[src/rtl/core/silurq_pkg.sv]
// ============================================================================
// silurq_pkg: shared types and constants of the int8 SiLU table requantizer
// Configuration register codes, the configuration bundle and fixed widths.
// ============================================================================
package silurq_pkg;

	localparam int TableDepth = 256;
	localparam int TableAw    = $clog2(TableDepth);
	localparam int EntryW     = 8;

	localparam int ProdW  = 18;
	localparam int ScaleW = 50;
	localparam int AccW   = 64;

	localparam logic [5:0] ShiftMin    = 6'd2;
	localparam logic [5:0] ShiftMax    = 6'd62;
	localparam logic [5:0] DrMinShift  = 6'd31;
	localparam int         DrTermShift = 30;

	localparam logic signed [31:0] MultReset  = 32'sd1073741824;
	localparam logic [5:0]         ShiftReset = 6'd30;

	typedef enum logic [2:0] {
		REG_DIRECT_ZP  = 3'd0,
		REG_TABLE_ZP   = 3'd1,
		REG_MULTIPLIER = 3'd2,
		REG_SHIFT      = 3'd3,
		REG_OUT_ZP     = 3'd4,
		REG_DR_ENABLE  = 3'd5
	} cfg_reg_t;

	typedef struct packed {
		logic signed [7:0]  direct_zp;
		logic signed [7:0]  table_zp;
		logic signed [31:0] multiplier;
		logic [5:0]         shift;
		logic signed [7:0]  out_zp;
		logic               dr_enable;
	} cfg_t;

endpackage

[src/rtl/core/silurq_ram.sv]
// ============================================================================
// silurq_ram: generic single-write, single-read RAM
// One write port, one read port with registered read data held when idle.
// ============================================================================
module silurq_ram #(
	parameter int WIDTH = 8,
	parameter int DEPTH = 256
) (
	input  logic                     clk,
	input  logic                     we,
	input  logic [$clog2(DEPTH)-1:0] waddr,
	input  logic [WIDTH-1:0]         wdata,
	input  logic                     re,
	input  logic [$clog2(DEPTH)-1:0] raddr,
	output logic [WIDTH-1:0]         rdata
);

	logic [WIDTH-1:0] mem_q [DEPTH];

	always_ff @(posedge clk) begin
		if (we) begin
			mem_q[waddr] <= wdata;
		end
	end

	always_ff @(posedge clk) begin
		if (re) begin
			rdata <= mem_q[raddr];
		end
	end

endmodule

[src/rtl/core/silurq_cfg.sv]
// ============================================================================
// silurq_cfg: configuration register file
// Holds zero points and rescale settings; the shift is clamped to 2..62 on write.
// ============================================================================
module silurq_cfg import silurq_pkg::*; (
	input  logic        clk,
	input  logic        arst_n,
	input  logic        wr_en,
	input  logic [2:0]  index,
	input  logic [31:0] data,
	output cfg_t        cfg
);

	cfg_t       cfg_q;
	logic [5:0] shift_wr;

	always_comb begin
		shift_wr = data[5:0];
		if (shift_wr < ShiftMin) begin
			shift_wr = ShiftMin;
		end else if (shift_wr > ShiftMax) begin
			shift_wr = ShiftMax;
		end
	end

	always_ff @(posedge clk or negedge arst_n) begin
		if (!arst_n) begin
			cfg_q.direct_zp  <= '0;
			cfg_q.table_zp   <= '0;
			cfg_q.multiplier <= MultReset;
			cfg_q.shift      <= ShiftReset;
			cfg_q.out_zp     <= '0;
			cfg_q.dr_enable  <= 1'b0;
		end else if (wr_en) begin
			unique case (cfg_reg_t'(index))
				REG_DIRECT_ZP:  cfg_q.direct_zp  <= data[7:0];
				REG_TABLE_ZP:   cfg_q.table_zp   <= data[7:0];
				REG_MULTIPLIER: cfg_q.multiplier <= data;
				REG_SHIFT:      cfg_q.shift      <= shift_wr;
				REG_OUT_ZP:     cfg_q.out_zp     <= data[7:0];
				REG_DR_ENABLE:  cfg_q.dr_enable  <= data[0];
				default: begin
				end
			endcase
		end
	end

	assign cfg = cfg_q;

endmodule

[src/rtl/core/silurq_rescale.sv]
// ============================================================================
// silurq_rescale: multiply-round-shift rescale and int8 output saturation
// Four stages: scale multiply, rounding add, shift with int32 clamp, zero point
// add with int8 clamp into the output register.
// ============================================================================
module silurq_rescale import silurq_pkg::*; (
	input  logic                    clk,
	input  logic                    arst_n,
	input  cfg_t                    cfg,
	input  logic                    in_valid,
	output logic                    in_ready,
	input  logic signed [ProdW-1:0] prod,
	output logic                    out_valid,
	input  logic                    out_ready,
	output logic signed [7:0]       result
);

	logic                     v_s3, v_s4, v_s5, v_s6;
	logic                     en_s3, en_s4, en_s5, en_s6;
	logic signed [ScaleW-1:0] m_s3;
	logic                     nonneg_s3;
	logic signed [AccW-1:0]   sum_s4;
	logic signed [31:0]       sh_s5;
	logic signed [7:0]        res_s6;

	logic signed [AccW-1:0]   round_term;
	logic signed [AccW-1:0]   shifted;
	logic signed [31:0]       sh_clamp;
	logic signed [32:0]       zp_sum;
	logic signed [7:0]        res_clamp;

	assign en_s6    = !v_s6 || out_ready;
	assign en_s5    = !v_s5 || en_s6;
	assign en_s4    = !v_s4 || en_s5;
	assign en_s3    = !v_s3 || en_s4;
	assign in_ready = en_s3;

	always_comb begin
		round_term = AccW'(64'sd1) <<< (cfg.shift - 6'd1);
		if (cfg.dr_enable && cfg.shift > DrMinShift) begin
			if (nonneg_s3) begin
				round_term = round_term + (AccW'(64'sd1) <<< DrTermShift);
			end else begin
				round_term = round_term - (AccW'(64'sd1) <<< DrTermShift);
			end
		end
	end

	always_comb begin
		shifted = sum_s4 >>> cfg.shift;
		if (shifted > AccW'(64'sd2147483647)) begin
			sh_clamp = 32'sh7fffffff;
		end else if (shifted < -AccW'(64'sd2147483648)) begin
			sh_clamp = 32'sh80000000;
		end else begin
			sh_clamp = shifted[31:0];
		end
	end

	always_comb begin
		zp_sum = 33'(sh_s5) + 33'(cfg.out_zp);
		if (zp_sum > 33'sd127) begin
			res_clamp = 8'sd127;
		end else if (zp_sum < -33'sd128) begin
			res_clamp = -8'sd128;
		end else begin
			res_clamp = zp_sum[7:0];
		end
	end

	always_ff @(posedge clk or negedge arst_n) begin
		if (!arst_n) begin
			v_s3 <= 1'b0;
			v_s4 <= 1'b0;
			v_s5 <= 1'b0;
			v_s6 <= 1'b0;
		end else begin
			if (en_s3) begin
				v_s3 <= in_valid;
			end
			if (en_s4) begin
				v_s4 <= v_s3;
			end
			if (en_s5) begin
				v_s5 <= v_s4;
			end
			if (en_s6) begin
				v_s6 <= v_s5;
			end
		end
	end

	always_ff @(posedge clk) begin
		if (en_s3) begin
			m_s3      <= ScaleW'(prod) * ScaleW'(cfg.multiplier);
			nonneg_s3 <= !prod[ProdW-1];
		end
		if (en_s4) begin
			sum_s4 <= AccW'(m_s3) + round_term;
		end
		if (en_s5) begin
			sh_s5 <= sh_clamp;
		end
		if (en_s6) begin
			res_s6 <= res_clamp;
		end
	end

	assign out_valid = v_s6;
	assign result    = res_s6;

endmodule

[src/rtl/core/int8_silu_table_requantizer.sv]
// ============================================================================
// int8_silu_table_requantizer: quantized SiLU with a loadable sigmoid table
// ----------------------------------------------------------------------------
// Input channel (in_valid/in_ready): cmd, sample, entry_index. cmd 1 writes
// sample into the sigmoid table at entry_index and gives no result; cmd 0
// evaluates sample and gives one activation_out item on the output channel
// (out_valid/out_ready). Every table entry an evaluation reads must have been
// written first.
// Config channel (cfg_valid/cfg_ready, cfg_index, cfg_data) is always ready;
// write it only while no item is in flight. Unknown indexes are ignored.
// Pipeline: six register stages (table read, zero point product, scale multiply,
// rounding add, shift and int32 clamp, int8 output register). Throughput: one
// item per cycle while the receiver keeps out_ready high, set by one table
// access per item and one multiplier in each multiply stage.
// Reset clears all stage valid bits and loads the register defaults; the table
// keeps no reset value. When the receiver stalls, each stage holds only if the
// stage after it is full, so bubbles close up and in_ready drops only once all
// stages hold items.
// ============================================================================
module int8_silu_table_requantizer import silurq_pkg::*; (
	input  logic              clk,
	input  logic              arst_n,
	input  logic              in_valid,
	output logic              in_ready,
	input  logic              cmd,
	input  logic signed [7:0] sample,
	input  logic [7:0]        entry_index,
	output logic              out_valid,
	input  logic              out_ready,
	output logic signed [7:0] activation_out,
	input  logic              cfg_valid,
	output logic              cfg_ready,
	input  logic [2:0]        cfg_index,
	input  logic [31:0]       cfg_data
);

	cfg_t                    cfg;
	logic                    en_s1, en_s2;
	logic                    v_s1, v_s2;
	logic signed [8:0]       a_s1;
	logic signed [ProdW-1:0] prod_s2;
	logic [EntryW-1:0]       entry_rd;
	logic signed [8:0]       b_diff;
	logic                    rs_ready;
	logic                    tbl_we;
	logic [TableAw-1:0]      tbl_raddr;

	assign cfg_ready = 1'b1;

	silurq_cfg u_cfg (
		.clk    (clk),
		.arst_n (arst_n),
		.wr_en  (cfg_valid && cfg_ready),
		.index  (cfg_index),
		.data   (cfg_data),
		.cfg    (cfg)
	);

	assign en_s2    = !v_s2 || rs_ready;
	assign en_s1    = !v_s1 || en_s2;
	assign in_ready = en_s1;

	// sample + 128 modulo 256 is the sample with its sign bit flipped
	assign tbl_we    = in_valid && in_ready && cmd;
	assign tbl_raddr = {~sample[7], sample[6:0]};

	silurq_ram #(
		.WIDTH (EntryW),
		.DEPTH (TableDepth)
	) u_table (
		.clk   (clk),
		.we    (tbl_we),
		.waddr (entry_index),
		.wdata (sample),
		.re    (en_s1),
		.raddr (tbl_raddr),
		.rdata (entry_rd)
	);

	assign b_diff = 9'(signed'(entry_rd)) - 9'(cfg.table_zp);

	always_ff @(posedge clk or negedge arst_n) begin
		if (!arst_n) begin
			v_s1 <= 1'b0;
			v_s2 <= 1'b0;
		end else begin
			if (en_s1) begin
				v_s1 <= in_valid && !cmd;
			end
			if (en_s2) begin
				v_s2 <= v_s1;
			end
		end
	end

	always_ff @(posedge clk) begin
		if (en_s1) begin
			a_s1 <= 9'(sample) - 9'(cfg.direct_zp);
		end
		if (en_s2) begin
			prod_s2 <= ProdW'(a_s1) * ProdW'(b_diff);
		end
	end

	silurq_rescale u_rescale (
		.clk       (clk),
		.arst_n    (arst_n),
		.cfg       (cfg),
		.in_valid  (v_s2),
		.in_ready  (rs_ready),
		.prod      (prod_s2),
		.out_valid (out_valid),
		.out_ready (out_ready),
		.result    (activation_out)
	);

`ifndef SYNTHESIS
	a_write_no_item: assert property (@(posedge clk) disable iff (!arst_n)
		in_valid && in_ready && cmd |=> !v_s1)
		else $error("table write entered the pipeline");

	a_eval_enters: assert property (@(posedge clk) disable iff (!arst_n)
		in_valid && in_ready && !cmd |=> v_s1)
		else $error("evaluate item lost at stage 1");

	a_s1_holds: assert property (@(posedge clk) disable iff (!arst_n)
		v_s1 && !en_s2 |=> v_s1 && $stable(a_s1) && $stable(entry_rd))
		else $error("stalled stage 1 changed");

	a_ready_when_room: assert property (@(posedge clk) disable iff (!arst_n)
		!v_s1 || !v_s2 |-> in_ready)
		else $error("input blocked with room in front stages");

	a_shift_range: assert property (@(posedge clk) disable iff (!arst_n)
		cfg.shift >= ShiftMin && cfg.shift <= ShiftMax)
		else $error("rescale shift out of range");
`endif

endmodule
[config.mk]
export PLATFORM = sky130hd
export DESIGN_NAME = int8_silu_table_requantizer
export DESIGN_NICKNAME = d
export VERILOG_FILES = /design/src/rtl/core/silurq_pkg.sv /design/src/rtl/core/silurq_ram.sv /design/src/rtl/core/silurq_cfg.sv /design/src/rtl/core/silurq_rescale.sv /design/src/rtl/core/int8_silu_table_requantizer.sv
export SDC_FILE = /design/constraint.sdc
export NUM_CORES = 2
export LEC_CHECK = 0
export BUFFER_PORTS_ARGS = -buffer_cell sky130_fd_sc_hd__buf_2
export CELL_PAD_IN_SITES_DETAIL_PLACEMENT = 0
export CELL_PAD_IN_SITES_GLOBAL_PLACEMENT = 1
export CORE_MARGIN = 3
export CORE_UTILIZATION = 26
export CTS_BUF_LIST = sky130_fd_sc_hd__clkbuf_4
export CTS_CLUSTER_DIAMETER = 30
export DETAILED_ROUTE_END_ITERATION = 8
export HOLD_SLACK_MARGIN = 0.1
export PLACE_DENSITY_LB_ADDON = 0.1
export SLEW_MARGIN = 5
export SYNTH_ARGS = -nofsm -noshare
export SYNTH_HDL_FRONTEND = slang
export SYNTH_SLANG_ARGS = --single-unit
[constraint.sdc]
create_clock -name clk -period 15.55 [get_ports clk]
set_clock_uncertainty 0.2 [all_clocks]
set_input_delay 0 -clock clk [delete_from_list [all_inputs] [get_ports clk]]
set_output_delay 0 -clock clk [all_outputs]
set_load 0.1 [all_outputs]
==> summary.txt <==
Outcome
  • Status: complete, no violations

Setup path
  • Worst Reg-to-Reg Cells: 22
  • CP Launch Point: u_cfg.cfg[25]
  • Cell mode on critical path: fa_1
  • CP max stage cell: dfrtp_1
  • Critical path fanouts, max: 19
  • CP Launch Type: register
  • Setup crit end: u_rescale.m_s3[48]
  • Critical Path RT: 16.53 ns
  • Reg2reg setup slack: 7.19 ns
  • Critical R2R Launch: u_cfg.cfg[25]
  • Critical path data arrival time: 9.35 ns
  • Setup crit end kind: register
  • WS Path Type: register to register
  • Max incr delay on CP: 1.05 ns
  • Terminus of the critical flop-to-flop path: u_rescale.m_s3[48]
  • Cell chain of the critical path: nand2_1 > fa_1 > fa_1 > fa_1 > fa_1 > inv_1 > fa_1 > inv_1 > fa_1 > inv_1 > ha_1 > a21oi_1 > o21ai_0 > a2111oi_0 > buf_4 > nor3_1 > nor3_1 > o2111ai_1 > nand2_1 > o21ai_0 > a221oi_1 > xnor2_1

Drt
  • Post-Route WL: 373000 um
  • Antenna-violating nets left: 0
  • # DRC: 0
  • First-pass DRT Iterations: 5
  • DR iter-0 viols: 4534
  • Vias per cell: 4.57
  • WL/cell: 24.0 um
  • Vias: 71100

Cells and area
  • Layout cell share with drive strength beyond 1: 23.4%
  • Storage cell area: 68900 um2
  • FILL cells: 47100
  • Final nets: 9772
  • Area Overhead vs Synth: 15.9%
  • Area of the multi-input gates: 49200 um2

Global route
  • Tot GR Track Use: 15.5%
  • Initial antenna violation count: 33
  • Vias in the first global route: 78500
  • Largest net degree at the start of global routing: 181
  • First-pass GRT wire length: 549000 um
  • GR Overflow Total: 0

Synthesis
  • Post-synth EDFFs: 2238
  • Post-synthesis mux area share: 14.5%
  • Cell with the most instances after synthesis: edfxtp_1
  • Share of the synthesized area in the top cell type: 54.8%
  • Synth Area in Compound Gates: 4.24%
  • Post-synth top flop: edfxtp_1
  • Sequential element share of the synthesized area: 56.2%
  • Post-Synth XOR/XNOR Area: 1.34%
  • Synthesized area: 123000 um2
  • Synth area leader: edfxtp_1
  • Area contributors post-synth: edfxtp_1 (55%), mux4_2 (13%), fa_1 (10%), ha_1 (3.1%), inv_1 (2.4%)
  • Register bit count reported by yosys: 2307
  • Commonest cells in the netlist: edfxtp_1 (2238), inv_1 (775), mux4_2 (726)
  • Yosys warns: 0
  • Mean area per synthesized cell: 15.2 um2
  • FFs w/ async S/R, synth: 2.99%
  • Syn Inst Count: 8086
  • Library cells used by synthesis: 85
  • Simple-gate share of the synthesized area: 6.68%
  • Post-Synth Adder-Cell Area: 13.3%
  • Largest family of logic cells by synthesized area: multiplexers
  • Mapped Nets: 9071

Timing
  • Max Fclk: 0.120 GHz
  • Pins Over Slew Limit: 0
  • Setup tns final: 0 ns
  • Final hold vios: 0
  • RSZ-0062 raised after global routing: no
  • Final Cycle Share: 53.8%
  • Post-layout minimum cycle time: 8.36 ns
  • Max_slew headroom: 20.3%
  • Slew @ Worst Pin: 1.19 ns
  • Final setup viols: 0

Clock network
  • CTS Sinks: 2307
  • Setup bufs post-CTS: 0
  • CTS tree: done
  • Clk Latency, worst-skew pair: 1.58 ns
  • Post-CTS Resized: 0
  • Root buf cell: clkbuf_4
  • Clk slew on worst S/H paths: 0.06 ns
  • Clock tree buffer depth: 4
  • CTS H-tree lvls: 6
  • CTS buffer count: 701
  • Cts hold-fix bufs: 230

Floorplan
  • I/O pin count: 68
  • Initial Util: 26.2%
  • CORE AREA: 469000 um2
  • Die area: 480000 um2
  • Height of the die: 693 um
  • Rows: 251
  • Die width: 693 um

Place
  • DP Wirelength: 248000 um
  • IO Port Bufs: 66
  • Placer congestion estimate: 0.791

Worst hold path
  • Hold WC Path Type: register to register

Run
  • Max Cap Viol: 0
-- metal layers --
metal	global-route usage [%]	routed length, um	up-vias
met5	0	96	-
met4	3.76	7190	16
met3	2.42	14600	464
met2	27.9	195000	1464
met1	19.4	156000	37500
li1	-	-	31700
-- logic make-up after synthesis --
family	after synthesis
other	1
AOI/OAI and AO/OA	817
xor gates and xnor gates	188
adders and majority gates	928
DFF	2307
muxes	863
and+or+nand+nor	1784
buffers and inverters	1198
-- state kept, by name, indices dropped and copies added (netlist names) --
name	flops
u_table.rdata	8
a_s1	9
u_cfg.cfg	63
u_table.mem_q	2048
u_rescale.nonneg_s3	1
u_rescale.sh_s5	32
v_s2	1
v_s1	1
u_rescale.v_s3	1
u_rescale.out_valid	1
prod_s2	18
u_rescale.v_s5	1
u_rescale.v_s4	1
u_rescale.result	8
u_rescale.sum_s4	64
u_rescale.m_s3	50
-- worst max-delay path, delay by kind of cell (launching register included) --
kind	cells	cell delay [ns]
xor gates and xnor gates	1	0.11
and+or+nand+nor	4	0.89
AOI/OAI and AO/OA	6	1.78
adders and majority gates	7	3.54
buffers and inverters	4	0.40
DFF	1	1.05
-- metrics by stage --
stage                     cell area [um2]  setup slack, ns  instances  utilization, %  hold slack (ns)
after detailed placement           130000             7.25      14100            27.8           -0.189
after global routing               142000             6.58      15600            30.3            0.238
final                              142000             7.19      15600            30.3            0.197
after global placement             130000             7.36      14100            27.8           -0.190
after floorplan                    123000             8.65       8086               -           -0.496
after CTS                          142000             7.04      15500            30.3            0.106
-- layout by cell type (no fill, tap or decap), types with 57 or more instances in the layout --
master | synthesis | routed
clkinv_2 | 0 | 85
buf_2 | 13 | 57
nand2_1 | 641 | 640
nor3_1 | 59 | 57
nor2_1 | 506 | 506
and2_1 | 289 | 289
mux2i_1 | 64 | 64
a21o_1 | 94 | 94
buf_4 | 7 | 117
nand3_1 | 77 | 73
clkinv_1 | 2 | 134
ha_1 | 300 | 300
o21ai_0 | 208 | 207
edfxtp_1 | 2238 | 2238
dlygate4sd3_1 | 0 | 218
xnor2_1 | 128 | 128
dfrtp_1 | 64 | 62
mux4_2 | 726 | 726
nand2b_1 | 62 | 62
inv_1 | 775 | 774
clkbuf_4 | 0 | 972
mux2_2 | 73 | 73
xor2_1 | 60 | 60
a21oi_1 | 230 | 230
fa_1 | 628 | 628
-- layout make-up --
class | count | share of cell area [%]
clock buffers | 972 | 5.13
well taps | 6198 | 5.45
multi-input cells | 4581 | 34.6
clock inverters | 293 | 1.49
inverters | 779 | 2.06
repair buffers | 417 | 2.71
diodes | 24 | 0.0422
flip-flops and latches | 2307 | 48.5
-- worst min path at each step --
| stage | from | to | slack, ns | cells after the start |
|---|---|---|---|---|
| floorplan | arst_n | u_cfg.cfg[0] | -0.50 | 0 |
| global placement | arst_n | u_cfg.cfg[44] | -0.19 | 1 |
| detailed placement | arst_n | u_cfg.cfg[44] | -0.19 | 1 |
| CTS | arst_n | u_cfg.cfg[34] | 0.11 | 6 |
| global route | cfg_data[6] | u_cfg.cfg[61] | 0.24 | 5 |
| finish | v_s1 | v_s2 | 0.20 | 1 |
Power is left out: the tool's default activity adds up to more than one toggle a clock period on the data nets, which glitch-free logic cannot reach.
